<file path="src/rtl/svps_pkg.sv">
// Shared types and constants of the sound voice priority selector.
package svps_pkg;

  localparam int HANDLE_W = 16;
  localparam int SCORE_W  = 32;
  localparam int SQR_W    = 32;
  localparam int DIST_W   = 16;
  localparam int PRIO_W   = 8;
  localparam int KIND_W   = 2;
  localparam int RANK_W   = 4;
  localparam int FRAC_W   = 8;

  // priority * gain fits in GAIN_W bits, the Q15.8 numerator in NUM_W bits
  localparam int SCORE_GAIN = 100;
  localparam int GAIN_W     = 15;
  localparam int NUM_W      = GAIN_W + FRAC_W;
  localparam int PROD_W     = NUM_W + SQR_W;
  // every in-band quotient is at most the numerator, so NUM_W bits suffice
  localparam int QUO_W      = NUM_W;

  localparam logic [SCORE_W-1:0] SCORE_SAT = '1;

  typedef logic [KIND_W-1:0] kind_t;
  localparam kind_t KIND_REJECT = 2'd0;
  localparam kind_t KIND_EVICT  = 2'd1;
  localparam kind_t KIND_SELECT = 2'd2;

  typedef struct packed {
    logic [SQR_W-1:0]  sqr_distance;
    logic [DIST_W-1:0] near_dist;
    logic [DIST_W-1:0] far_dist;
    logic [PRIO_W-1:0] priority_req;
  } score_req_t;

  typedef enum logic [3:0] {
    SC_IDLE,
    SC_SQN,
    SC_SQF,
    SC_CLASS,
    SC_MUL,
    SC_DLOAD,
    SC_DIV1,
    SC_DIV2,
    SC_DONE
  } score_state_t;

  typedef enum logic [1:0] {
    SEL_IDLE,
    SEL_SCORE,
    SEL_INSERT,
    SEL_EMIT
  } sel_state_t;

endpackage

</file>
<file path="src/rtl/sound_voice_priority_select.sv">
// Sound voice priority selector: scores candidates and keeps a sorted voice list.
// Candidate: no division when none is needed (inside near, beyond far, zero priority or
// zero distance), one divider pass with equal near and far squares, two in band. A
// result, if any, strobes in the first cycle with busy low; the next request is taken
// at the end of that cycle. End of frame: busy while entries leave the list head, one
// per cycle, each result in the next cycle, none if empty. Sync rst_n empties the list.
module sound_voice_priority_select #(
  parameter int MAX_SELECTED = 16
) (
  input  logic                              clk,
  input  logic                              rst_n,
  input  logic                              start,
  output logic                              busy,
  input  logic                              in_func,
  input  logic [svps_pkg::HANDLE_W-1:0]     in_sound_handle,
  input  logic [svps_pkg::SQR_W-1:0]        in_sqr_distance,
  input  logic [svps_pkg::DIST_W-1:0]       in_near_dist,
  input  logic [svps_pkg::DIST_W-1:0]       in_far_dist,
  input  logic [svps_pkg::PRIO_W-1:0]       in_priority_req,
  output logic                              out_valid,
  output logic [svps_pkg::KIND_W-1:0]       out_kind,
  output logic [svps_pkg::HANDLE_W-1:0]     out_handle,
  output logic [svps_pkg::SCORE_W-1:0]      out_score,
  output logic [svps_pkg::RANK_W-1:0]       out_rank,
  output logic                              out_last
);

  localparam int IW = (MAX_SELECTED > 1) ? $clog2(MAX_SELECTED) : 1;
  localparam int CW = $clog2(MAX_SELECTED + 1);

  svps_pkg::sel_state_t state_r, state_nxt;

  logic [CW-1:0]                   count_r, count_nxt;
  logic [IW-1:0]                   idx_r, idx_nxt;
  logic [svps_pkg::HANDLE_W-1:0]   handle_r, handle_nxt;
  logic [svps_pkg::SCORE_W-1:0]    sc_r, sc_nxt;

  logic [svps_pkg::HANDLE_W-1:0]   hnd_r [MAX_SELECTED];
  logic [svps_pkg::SCORE_W-1:0]    scr_r [MAX_SELECTED];

  logic                            out_valid_r, out_valid_nxt;
  svps_pkg::kind_t                 out_kind_r, out_kind_nxt;
  logic [svps_pkg::HANDLE_W-1:0]   out_handle_r, out_handle_nxt;
  logic [svps_pkg::SCORE_W-1:0]    out_score_r, out_score_nxt;
  logic [svps_pkg::RANK_W-1:0]     out_rank_r, out_rank_nxt;
  logic                            out_last_r, out_last_nxt;

  logic                            do_insert, do_shift;
  logic                            full, emit_last;
  logic [MAX_SELECTED-1:0]         ge;
  logic [MAX_SELECTED:0]           ge_sh;
  logic [MAX_SELECTED-1:0]         ge_prev;

  logic                            sc_go, sc_done;
  logic [svps_pkg::SCORE_W-1:0]    sc_score;
  svps_pkg::score_req_t            sc_req;

  assign busy  = (state_r != svps_pkg::SEL_IDLE);
  assign sc_go = start && !busy && !in_func;

  assign sc_req.sqr_distance = in_sqr_distance;
  assign sc_req.near_dist    = in_near_dist;
  assign sc_req.far_dist     = in_far_dist;
  assign sc_req.priority_req = in_priority_req;

  svps_score u_score (
    .clk   (clk),
    .rst_n (rst_n),
    .go    (sc_go),
    .req   (sc_req),
    .done  (sc_done),
    .score (sc_score)
  );

  // each live entry compares against the new score; sorted list makes ge a prefix
  always_comb begin
    for (int i = 0; i < MAX_SELECTED; i++) begin
      ge[i] = (CW'(i) < count_r) && (scr_r[i] >= sc_r);
    end
  end

  assign ge_sh     = {ge, 1'b1};
  assign ge_prev   = ge_sh[MAX_SELECTED-1:0];
  assign full      = (count_r == CW'(MAX_SELECTED));
  assign emit_last = ((CW'(idx_r) + CW'(1)) == count_r);

  always_comb begin
    state_nxt      = state_r;
    count_nxt      = count_r;
    idx_nxt        = idx_r;
    handle_nxt     = handle_r;
    sc_nxt         = sc_r;
    do_insert      = 1'b0;
    do_shift       = 1'b0;
    out_valid_nxt  = 1'b0;
    out_kind_nxt   = svps_pkg::KIND_REJECT;
    out_handle_nxt = handle_r;
    out_score_nxt  = '0;
    out_rank_nxt   = '0;
    out_last_nxt   = 1'b0;
    case (state_r)
      svps_pkg::SEL_IDLE: begin
        if (start) begin
          if (in_func) begin
            idx_nxt = '0;
            if (count_r != '0) begin
              state_nxt = svps_pkg::SEL_EMIT;
            end
          end else begin
            handle_nxt = in_sound_handle;
            state_nxt  = svps_pkg::SEL_SCORE;
          end
        end
      end
      svps_pkg::SEL_SCORE: begin
        if (sc_done) begin
          sc_nxt    = sc_score;
          state_nxt = svps_pkg::SEL_INSERT;
        end
      end
      svps_pkg::SEL_INSERT: begin
        state_nxt = svps_pkg::SEL_IDLE;
        if (sc_r == '0) begin
          out_valid_nxt = 1'b1;
        end else begin
          do_insert = 1'b1;
          if (full) begin
            // drop the lowest entry, which may be the new one
            out_valid_nxt = 1'b1;
            out_kind_nxt  = svps_pkg::KIND_EVICT;
            if (ge[MAX_SELECTED-1]) begin
              out_score_nxt = sc_r;
            end else begin
              out_handle_nxt = hnd_r[MAX_SELECTED-1];
              out_score_nxt  = scr_r[MAX_SELECTED-1];
            end
          end else begin
            count_nxt = count_r + CW'(1);
          end
        end
      end
      svps_pkg::SEL_EMIT: begin
        do_shift       = 1'b1;
        out_valid_nxt  = 1'b1;
        out_kind_nxt   = svps_pkg::KIND_SELECT;
        out_handle_nxt = hnd_r[0];
        out_score_nxt  = scr_r[0];
        out_rank_nxt   = svps_pkg::RANK_W'(idx_r);
        out_last_nxt   = emit_last;
        idx_nxt        = idx_r + IW'(1);
        if (emit_last) begin
          count_nxt = '0;
          state_nxt = svps_pkg::SEL_IDLE;
        end
      end
      default: begin
        state_nxt = svps_pkg::SEL_IDLE;
      end
    endcase
  end

  always_ff @(posedge clk) begin
    if (!rst_n) begin
      state_r     <= svps_pkg::SEL_IDLE;
      count_r     <= '0;
      out_valid_r <= 1'b0;
    end else begin
      state_r     <= state_nxt;
      count_r     <= count_nxt;
      out_valid_r <= out_valid_nxt;
    end
  end

  always_ff @(posedge clk) begin
    idx_r        <= idx_nxt;
    handle_r     <= handle_nxt;
    sc_r         <= sc_nxt;
    out_kind_r   <= out_kind_nxt;
    out_handle_r <= out_handle_nxt;
    out_score_r  <= out_score_nxt;
    out_rank_r   <= out_rank_nxt;
    out_last_r   <= out_last_nxt;
  end

  // list cells: insert shifts toward the tail, emit shifts toward the head
  for (genvar i = 0; i < MAX_SELECTED; i++) begin : g_cell
    logic [svps_pkg::HANDLE_W-1:0] up_h, dn_h;
    logic [svps_pkg::SCORE_W-1:0]  up_s, dn_s;

    if (i == 0) begin : g_head
      assign up_h = handle_r;
      assign up_s = sc_r;
    end else begin : g_body
      assign up_h = hnd_r[i-1];
      assign up_s = scr_r[i-1];
    end

    if (i == MAX_SELECTED - 1) begin : g_tail
      assign dn_h = hnd_r[i];
      assign dn_s = scr_r[i];
    end else begin : g_next
      assign dn_h = hnd_r[i+1];
      assign dn_s = scr_r[i+1];
    end

    always_ff @(posedge clk) begin
      if (do_insert && !ge[i]) begin
        hnd_r[i] <= ge_prev[i] ? handle_r : up_h;
        scr_r[i] <= ge_prev[i] ? sc_r : up_s;
      end else if (do_shift) begin
        hnd_r[i] <= dn_h;
        scr_r[i] <= dn_s;
      end
    end
  end

  assign out_valid  = out_valid_r;
  assign out_kind   = out_kind_r;
  assign out_handle = out_handle_r;
  assign out_score  = out_score_r;
  assign out_rank   = out_rank_r;
  assign out_last   = out_last_r;

  a_strobe_src: assert property (@(posedge clk) disable iff (!rst_n)
    out_valid_r |-> $past(state_r == svps_pkg::SEL_INSERT || state_r == svps_pkg::SEL_EMIT))
    else $error("result strobe without insert or emit step");

  a_count_max: assert property (@(posedge clk) disable iff (!rst_n)
    count_r <= CW'(MAX_SELECTED))
    else $error("list count beyond capacity");

  a_last_clears: assert property (@(posedge clk) disable iff (!rst_n)
    out_last_r |-> (out_valid_r && out_kind_r == svps_pkg::KIND_SELECT && count_r == '0
                    && state_r == svps_pkg::SEL_IDLE))
    else $error("final emit did not empty the list");

  a_insert_grow: assert property (@(posedge clk) disable iff (!rst_n)
    (state_r == svps_pkg::SEL_INSERT && sc_r != '0 && !full)
      |=> (count_r == $past(count_r) + CW'(1) && !out_valid_r))
    else $error("insert into non-full list did not grow it cleanly");

endmodule

</file>
<file path="src/rtl/svps_score.sv">
// Iterative score unit: one shared multiplier and one shared restoring divider step.
module svps_score (
  input  logic                            clk,
  input  logic                            rst_n,
  input  logic                            go,
  input  svps_pkg::score_req_t            req,
  output logic                            done,
  output logic [svps_pkg::SCORE_W-1:0]    score
);

  localparam int CNT_W = $clog2(svps_pkg::QUO_W);

  svps_pkg::score_state_t state_r, state_nxt;

  logic [svps_pkg::SQR_W-1:0]   d_r, d_nxt;
  logic [svps_pkg::DIST_W-1:0]  n_r, n_nxt;
  logic [svps_pkg::DIST_W-1:0]  f_r, f_nxt;
  logic [svps_pkg::PRIO_W-1:0]  p_r, p_nxt;
  logic [svps_pkg::NUM_W-1:0]   num_r, num_nxt;
  logic [svps_pkg::SQR_W-1:0]   n2_r, n2_nxt;
  logic [svps_pkg::SQR_W-1:0]   den_r, den_nxt;
  logic [svps_pkg::SQR_W-1:0]   fd_r, fd_nxt;
  logic [2*svps_pkg::SQR_W-1:0] prod_r, prod_nxt;
  logic [svps_pkg::SQR_W-1:0]   rem_r, rem_nxt;
  logic [svps_pkg::QUO_W-1:0]   dq_r, dq_nxt;
  logic [CNT_W-1:0]             cnt_r, cnt_nxt;
  logic [svps_pkg::SCORE_W-1:0] score_r, score_nxt;

  logic [svps_pkg::SQR_W-1:0]   mul_a, mul_b;
  logic [svps_pkg::SQR_W-1:0]   divisor;
  logic [svps_pkg::SQR_W:0]     trial, diff;
  logic                         qbit;
  logic [svps_pkg::SQR_W-1:0]   rem_step;
  logic [svps_pkg::QUO_W-1:0]   dq_step;
  logic [svps_pkg::SQR_W-1:0]   f2;
  logic [svps_pkg::GAIN_W-1:0]  gain_p;

  assign f2     = prod_r[svps_pkg::SQR_W-1:0];
  assign gain_p = svps_pkg::GAIN_W'(req.priority_req) * svps_pkg::GAIN_W'(svps_pkg::SCORE_GAIN);

  // shared multiplier operand select
  always_comb begin
    mul_a = '0;
    mul_b = '0;
    case (state_r)
      svps_pkg::SC_SQN: begin
        mul_a = svps_pkg::SQR_W'(n_r);
        mul_b = svps_pkg::SQR_W'(n_r);
      end
      svps_pkg::SC_SQF: begin
        mul_a = svps_pkg::SQR_W'(f_r);
        mul_b = svps_pkg::SQR_W'(f_r);
      end
      svps_pkg::SC_MUL: begin
        mul_a = svps_pkg::SQR_W'(num_r);
        mul_b = fd_r;
      end
      default: begin
        mul_a = '0;
        mul_b = '0;
      end
    endcase
  end

  assign prod_nxt = {{svps_pkg::SQR_W{1'b0}}, mul_a} * {{svps_pkg::SQR_W{1'b0}}, mul_b};

  // shared restoring divider step
  assign divisor  = (state_r == svps_pkg::SC_DIV1) ? den_r : d_r;
  assign trial    = {rem_r, dq_r[svps_pkg::QUO_W-1]};
  assign diff     = trial - {1'b0, divisor};
  assign qbit     = (trial >= {1'b0, divisor});
  assign rem_step = qbit ? diff[svps_pkg::SQR_W-1:0] : trial[svps_pkg::SQR_W-1:0];
  assign dq_step  = {dq_r[svps_pkg::QUO_W-2:0], qbit};

  always_comb begin
    state_nxt = state_r;
    d_nxt     = d_r;
    n_nxt     = n_r;
    f_nxt     = f_r;
    p_nxt     = p_r;
    num_nxt   = num_r;
    n2_nxt    = n2_r;
    den_nxt   = den_r;
    fd_nxt    = fd_r;
    rem_nxt   = rem_r;
    dq_nxt    = dq_r;
    cnt_nxt   = cnt_r;
    score_nxt = score_r;
    case (state_r)
      svps_pkg::SC_IDLE: begin
        if (go) begin
          d_nxt     = req.sqr_distance;
          n_nxt     = req.near_dist;
          f_nxt     = req.far_dist;
          p_nxt     = req.priority_req;
          num_nxt   = {gain_p, {svps_pkg::FRAC_W{1'b0}}};
          state_nxt = svps_pkg::SC_SQN;
        end
      end
      svps_pkg::SC_SQN: begin
        state_nxt = svps_pkg::SC_SQF;
      end
      svps_pkg::SC_SQF: begin
        n2_nxt    = prod_r[svps_pkg::SQR_W-1:0];
        state_nxt = svps_pkg::SC_CLASS;
      end
      svps_pkg::SC_CLASS: begin
        state_nxt = svps_pkg::SC_DONE;
        if (d_r < n2_r) begin
          score_nxt = svps_pkg::SCORE_W'({p_r, {svps_pkg::FRAC_W{1'b0}}});
        end else if (d_r > f2) begin
          score_nxt = '0;
        end else if (p_r == '0) begin
          score_nxt = '0;
        end else if (d_r == '0) begin
          score_nxt = svps_pkg::SCORE_SAT;
        end else begin
          den_nxt   = f2 - n2_r;
          fd_nxt    = f2 - d_r;
          state_nxt = svps_pkg::SC_MUL;
        end
      end
      svps_pkg::SC_MUL: begin
        state_nxt = svps_pkg::SC_DLOAD;
      end
      svps_pkg::SC_DLOAD: begin
        cnt_nxt = '0;
        if (den_r == '0) begin
          // equal near and far squares: fraction taken as one
          rem_nxt   = '0;
          dq_nxt    = num_r;
          state_nxt = svps_pkg::SC_DIV2;
        end else begin
          // upper product bits are already below the divisor
          rem_nxt   = prod_r[svps_pkg::PROD_W-1 -: svps_pkg::SQR_W];
          dq_nxt    = prod_r[svps_pkg::QUO_W-1:0];
          state_nxt = svps_pkg::SC_DIV1;
        end
      end
      svps_pkg::SC_DIV1: begin
        dq_nxt  = dq_step;
        rem_nxt = rem_step;
        cnt_nxt = cnt_r + CNT_W'(1);
        if (cnt_r == CNT_W'(svps_pkg::QUO_W - 1)) begin
          rem_nxt   = '0;
          cnt_nxt   = '0;
          state_nxt = svps_pkg::SC_DIV2;
        end
      end
      svps_pkg::SC_DIV2: begin
        dq_nxt  = dq_step;
        rem_nxt = rem_step;
        cnt_nxt = cnt_r + CNT_W'(1);
        if (cnt_r == CNT_W'(svps_pkg::QUO_W - 1)) begin
          score_nxt = svps_pkg::SCORE_W'(dq_step);
          state_nxt = svps_pkg::SC_DONE;
        end
      end
      svps_pkg::SC_DONE: begin
        state_nxt = svps_pkg::SC_IDLE;
      end
      default: begin
        state_nxt = svps_pkg::SC_IDLE;
      end
    endcase
  end

  always_ff @(posedge clk) begin
    if (!rst_n) begin
      state_r <= svps_pkg::SC_IDLE;
    end else begin
      state_r <= state_nxt;
    end
  end

  always_ff @(posedge clk) begin
    d_r     <= d_nxt;
    n_r     <= n_nxt;
    f_r     <= f_nxt;
    p_r     <= p_nxt;
    num_r   <= num_nxt;
    n2_r    <= n2_nxt;
    den_r   <= den_nxt;
    fd_r    <= fd_nxt;
    prod_r  <= prod_nxt;
    rem_r   <= rem_nxt;
    dq_r    <= dq_nxt;
    cnt_r   <= cnt_nxt;
    score_r <= score_nxt;
  end

  assign done  = (state_r == svps_pkg::SC_DONE);
  assign score = score_r;

endmodule
</file>
<file path="config.mk">
export PLATFORM = sky130hd
export DESIGN_NAME = sound_voice_priority_select
export DESIGN_NICKNAME = d
export VERILOG_FILES = /design/src/rtl/svps_pkg.sv /design/src/rtl/sound_voice_priority_select.sv /design/src/rtl/svps_score.sv
export SDC_FILE = /design/constraint.sdc
export NUM_CORES = 2
export LEC_CHECK = 0
export BUFFER_PORTS_ARGS = -buffer_cell sky130_fd_sc_hd__buf_2
export CAP_MARGIN = 20
export CORE_AREA = 3 3 530 532
export DETAILED_ROUTE_END_ITERATION = 7
export DIE_AREA = 0 0 533 535
export GPL_ROUTABILITY_DRIVEN = 0
export GPL_TIMING_DRIVEN = 0
export PLACE_DENSITY_LB_ADDON = 0.15
export SYNTH_ARGS = -nofsm -noshare
export SYNTH_HDL_FRONTEND = slang
export SYNTH_SLANG_ARGS = --single-unit
export TNS_END_PERCENT = 20
</file>
<file path="constraint.sdc">
create_clock -name clk -period 20.6 [get_ports clk]
set_input_delay 4.12 -clock clk [delete_from_list [all_inputs] [get_ports clk]]
set_output_delay 4.12 -clock clk [all_outputs]
set_load 0.01 [all_outputs]
</file>
# After elaboration in Yosys (flattened, before gate mapping)
# Memory sizes are Yosys's and may differ from the RTL's.
# Index checks and enable logic that the tools add are counted.
# classes
n_mux,183
eq_ne,25
magnitude_cmp,35
bitwise_logic,37
multipliers,2
reduce_logical,75
add_sub_neg,7
# op_table
op,n
$mux W32,43
$mux W16,34
$ge A32 B32 Y1,16
$pmux W32 S3,2
$pmux W32 S2,2
$logic_not A32 Y1,3
$sub A32 B32 Y32,3
$mux W1,73
$pmux W23 S3,1
$mul A23 B32 Y55,1
$pmux W23 S2,1
$lt A4 B5 Y1 const A,8
$mux W4,9
$logic_and A1 B1 Y1,34
$ge A33 B32 Y1,1
$gt A32 B32 Y1,1
$lt A32 B32 Y1,1
$or A1 B1 Y1,32
$pmux W16 S2,1
$pmux W4 S8,1
$mux W23,1
$lt A3 B5 Y1 const A,4
$mux W5,4
$logic_not A1 Y1,18
other kinds (37),70
# totals
input_bits,92
mem_count,2
word_cells,391
output_inout_bits,57
mem_bits_rw,768
regBits,447
# memory_table
name,depth,width,read_ports,rd_ports_with_merged_regs,wr,line_no,source
scr_r,16,32,16,0,16,sound_voice_priority_select.sv:39,logic [svps_pkg::SCORE_W-1:0] scr_r [MAX_SELECTED];
hnd_r,16,16,16,0,16,sound_voice_priority_select.sv:38,logic [svps_pkg::HANDLE_W-1:0] hnd_r [MAX_SELECTED];

# Longest topological paths before layout
# An unclocked memory read counts as a cell.
# logic_depth
word_depth,8
mapped_depth,35
mapped_depth_nobuf,33

# Hierarchy
# A second synthesis with hierarchy kept.
# unflattened
cells_unflattened,9935
area_unflattened_um2,97169.4
# modules_own_cells
module,instances,cells_per_inst,seq_area_each_um2,area_per_inst_um2
sound_voice_priority_select,1,5822,25884.8,57015.9
svps_score,1,4113,9048.7,40153.5

# Worst setup path after synthesis
# No wires, ideal clock.
# synth_path
kind,register to register
start,register sc_r (netlist bit g_cell[0].up_s[30])
end,memory hnd_r[0][100] (netlist bit) (enable)
period_less_slack_ps,9218
setup_slack_ps,11382
setup_time_ps,520
stages_incl_launch_ff,15
n_path_buf,3
t_required_ps,20080
arrival_ps,8698
cell_sequence,edfxtp_1 > clkbuf_1 > inv_1 > ha_1 > a21o_1 > a21o_1 > a21o_1 > a21o_1 > a21o_1 > a21oi_1 > o31a_1 > o21ai_1 > buf_2 > buf_2 > o21ai_0
# synth_lines
element,line_no,source
start: declaration,sound_voice_priority_select.sv:36,"logic [svps_pkg::SCORE_W-1:0] sc_r, sc_nxt;"
start signal: assignment,sound_voice_priority_select.sv:177,sc_r <= sc_nxt;
end: declaration,sound_voice_priority_select.sv:38,

# Worst setup path after layout
# layout_path
start,register u_score.state_r[3]
end,register u_score.prod_r[49] (netlist bit)
# layout_via
elab_chain_cells,3
# layout_rtl
element,line_no,source
start: declaration,svps_score.sv:13,"svps_pkg::score_state_t state_r, state_nxt;"
start signal: assignment,svps_score.sv:170,state_r <= svps_pkg::SC_IDLE;
start signal: assignment,svps_score.sv:172,state_r <= state_nxt;
$eq A4 B3 Y1 (tied with other cells),svps_score.sv:45,case (state_r)
$pmux W23 S3 or $pmux W32 S3 (tied branches),svps_score.sv:45,
$mul A23 B32 Y55 (*),svps_score.sv:65,"assign prod_nxt = {{svps_pkg::SQR_W{1'b0}}, mul_a} * {{svps_pkg::SQR_W{1'b0}}, mul_b};"
"net u_score.prod_nxt, one bit",svps_score.sv:23,"logic [2*svps_pkg::SQR_W-1:0] prod_r, prod_nxt;"
end signal: assignment,svps_score.sv:185,prod_r <= prod_nxt;
end: declaration,svps_score.sv:23,
# The timed path passes the listed nets; every way through them passes the cells marked *.
# A chain may end at the register's enable or synchronous reset.

==> run_results.csv <==
group,metric,value,unit
finish,drive_above_1_share,0.06280,
power_and_ir_drop,max-vdd-ir-drop,0.3648,mV
finish,regMostFlops,"scr_r",
placed_design,place_hpwl,327200,um
finish,top_regs,"scr_r: 512 flops, hnd_r: 256 flops, u_score.prod_r: 55 flops",
logic_synthesis,syn_area,0.09670,sq mm
route,drtPass1Iterations,8,
logic_synthesis,ys_warn_count,0,
finish,nNetsFinal,12080,
worst_setup_path,crit_type,"reg -> reg",
logic_synthesis,synthCells,9936,
logic_synthesis,synthFlopType,"edfxtp_1",
clocking,max-clock-path-buffers,4,
worst_setup_path,max_stage_delay,0.83,ns
logic_synthesis,synth_edf_count,1074,
global_route,first_global_vias,82730,
sta,fin_setup_tns,0,ns
sta,hold_slack,0.3904,ns
finish,multi_input_comb_area,0.05657,sq mm
power_and_ir_drop,p_leak,43.52,nW
worst_setup_path,critPathArrivalTime,12.39,ns
power_and_ir_drop,p_per_area,92.00,mW/mm^2
worst_setup_path,required,21.26,ns
floorplan,initial_utilization,0.3497,
sta,slew_violations,0,
logic_synthesis,avgSynthCellArea,9.733,sq um
global_route,antenna_found_initial,20,
clocking,ctsResizeCount,0,
finish,largest_reg_flops,512,
global_route,grt_pass1_wl,591800,um
worst_setup_path,slowest_stage,"a2111oi_0",
finish,seq_area,0.03469,sq mm
floorplan,die_w,533,um
route,drt_wl_total,416100,um
global_route,grt_use_total,0.2841,
sta,setup_viol,0,
sta,timing.fmax,85.25,MHz
logic_synthesis,ys_ff_latch,1196,
finish,layout_common_cells,"1074 x edfxtp_1, 1055 x nand2_1, 985 x inv_1, 853 x ha_1, 672 x o21ai_0",
route,vias,83470,
sta,rsz0062_at_grt,"false",
clocking,post_cts_buffers,0,
clocking,hold_buffers,0,
route,route.detailed.drc,0,
clocking,cts_root_buf,"clkbuf_16",
sta,maxSlewHeadroom,0.1117,
global_route,grt_overflow,0,
min_path,hold_class,"reg -> reg",
logic_synthesis,async_reset_ff_frac,0,
route,routedWlPerCell,28.98,um
worst_setup_path,startpoint_type,"register",
finish,final_common_cell,"edfxtp_1",
global_route,grt_max_degree,83,
sta,timing_hold_violations_final,0,
clocking,path_clk_slew,0.06,ns
clocking,numCtsBuffers,157,
finish,nFillCells,27650,
finish,postLayoutCoreUtil,0.3968,
floorplan,core,0.2765,sq mm
floorplan,num_rows,193,
floorplan,io_pins,149,
clocking,htree_levels,4,
flow_run,maxCapViolations,0,
logic_synthesis,synth.distinct_cells,91,
floorplan,die_h,535,um
placed_design,portBuffers,148,
floorplan,fp.dieArea,0.2852,sq mm
finish,area_delta_synth_final,13.46,%
clocking,cts_tree,"yes",
route,ant_nets,0,
route,viasPerCell,5.814,
clocking,clkLatencyLatePin,0.89,ns
worst_setup_path,endpoint_kind,"register",
clocking,cts.sinks,1196,
sta,skew,0.1368,ns
sta,period_needed,11.73,ns
logic_synthesis,ys_seq_area_frac,0.3588,
run_status,status,"finished, final reports clean",
sta,worstMarginPinSlew,1.332,ns
sta,min_period_over_period,0.5694,
worst_setup_path,worstPathMaxFanout,10,
route,drt_iter0_drc,9605,
kinds of logic (layout without fill, tap and decap cells):
family                     after synthesis  in the layout  share of synthesized area
and+or+nand+nor                       2647           2647                     0.1215
AOI/OAI and AO/OA                     2434           2434                     0.1601
buffers and inverters                 1642           2169                    0.06467
adders and majority gates             1486           1486                     0.2414
DFF                                   1196           1196                     0.3588
muxes                                  380            380                    0.03997
xor gates and xnor gates               149            149                    0.01349
other                                    2            192                 0.00007766
worst paths after layout:
kind                                  to  slack [ns]                             from  cells past startpoint
max           u_score.prod_r[49]$_DFF_P_        8.87  u_score.state_r[3]$_SDFFE_PN0P_                     33
min          g_cell[0].up_s[6]$_DFFE_PP_        0.39       u_score.score[6]$_DFFE_PP_                      0
max reg2reg   u_score.prod_r[49]$_DFF_P_        8.87  u_score.state_r[3]$_SDFFE_PN0P_                     33
min reg2reg  g_cell[0].up_s[6]$_DFFE_PP_        0.39       u_score.score[6]$_DFFE_PP_                      0
metrics by stage:
| step | std cells | setup slack, ns | instance area [sq um] | power (W) |
|---|---|---|---|---|
| global placement | 13950 | 4.361 | 102700 | 0.007132 |
| floorplan | 10090 | 11.38 | 97300 | 0.005278 |
| finish | 14360 | 8.870 | 109700 | 0.01009 |
| detailed placement | 14030 | 9.002 | 104200 | 0.007151 |
| global route | 14350 | 8.461 | 109700 | 0.01045 |
| CTS | 14310 | 8.936 | 109400 | 0.01003 |
worst max-delay path: cells and delay by family (launching register included):
kind | cells | cell delay, ns
compound gates | 4 | 1.75
buf+inv | 10 | 2.53
xor+xnor | 1 | 0.50
simple gates | 10 | 2.53
flops | 1 | 0.29
fa+ha+maj | 8 | 3.93
routing by layer:
| metal | up-vias | GRT usage | wire length (um) |
|---|---|---|---|
| met5 | - | 0 | 63 |
| met4 | 6 | 0.2210 | 39270 |
| met3 | 1212 | 0.05771 | 35850 |
| met2 | 4563 | 0.4410 | 183200 |
| met1 | 41260 | 0.3460 | 157700 |
| li1 | 36430 | - | - |
where the power goes:
| part | switching (W) | internal (W) |
|---|---|---|
| Sequential | 0.000112 | 0.00279 |
| Combinational | 0.00303 | 0.00129 |
| Clock | 0.00120 | 0.00167 |
| Total | 0.00435 | 0.00575 |
Yosys cell counts (68+ instances only):
| library cell | instances | area [sq um] |
|---|---|---|
| a311oi_1 | 104 | 910.9 |
| a211oi_1 | 194 | 1456 |
| nand4_1 | 96 | 600.6 |
| a21oi_1 | 667 | 3338 |
| a21o_1 | 236 | 1772 |
| o21ai_0 | 681 | 3408 |
| and3_1 | 80 | 500.5 |
| nor2_1 | 648 | 2432 |
| ha_1 | 853 | 10670 |
| fa_1 | 633 | 12670 |
| a221oi_1 | 121 | 1060 |
| clkbuf_1 | 530 | 1989 |
| inv_1 | 986 | 3701 |
| buf_1 | 68 | 255.2 |
| edfxtp_1 | 1074 | 32250 |
| nand3_1 | 122 | 610.6 |
| dfxtp_1 | 122 | 2442 |
| xnor2_1 | 102 | 893.4 |
| nand2_1 | 1059 | 3975 |
| nor3_1 | 391 | 1957 |
| mux2i_1 | 331 | 3313 |
cell type report:
| type | instances | area share |
|---|---|---|
| plain buffers | 652 | 0.02318 |
| inverters | 990 | 0.03391 |
| well taps | 3705 | 0.04225 |
| diodes | 32 | 0.0007298 |
| multi-input cells | 7256 | 0.5155 |
| repair buffers | 246 | 0.02104 |
| flip-flops and latches | 1196 | 0.3162 |
| clock buffers | 210 | 0.04045 |
| clock inverters | 71 | 0.006739 |
Power figures use the tool's default switching activity.
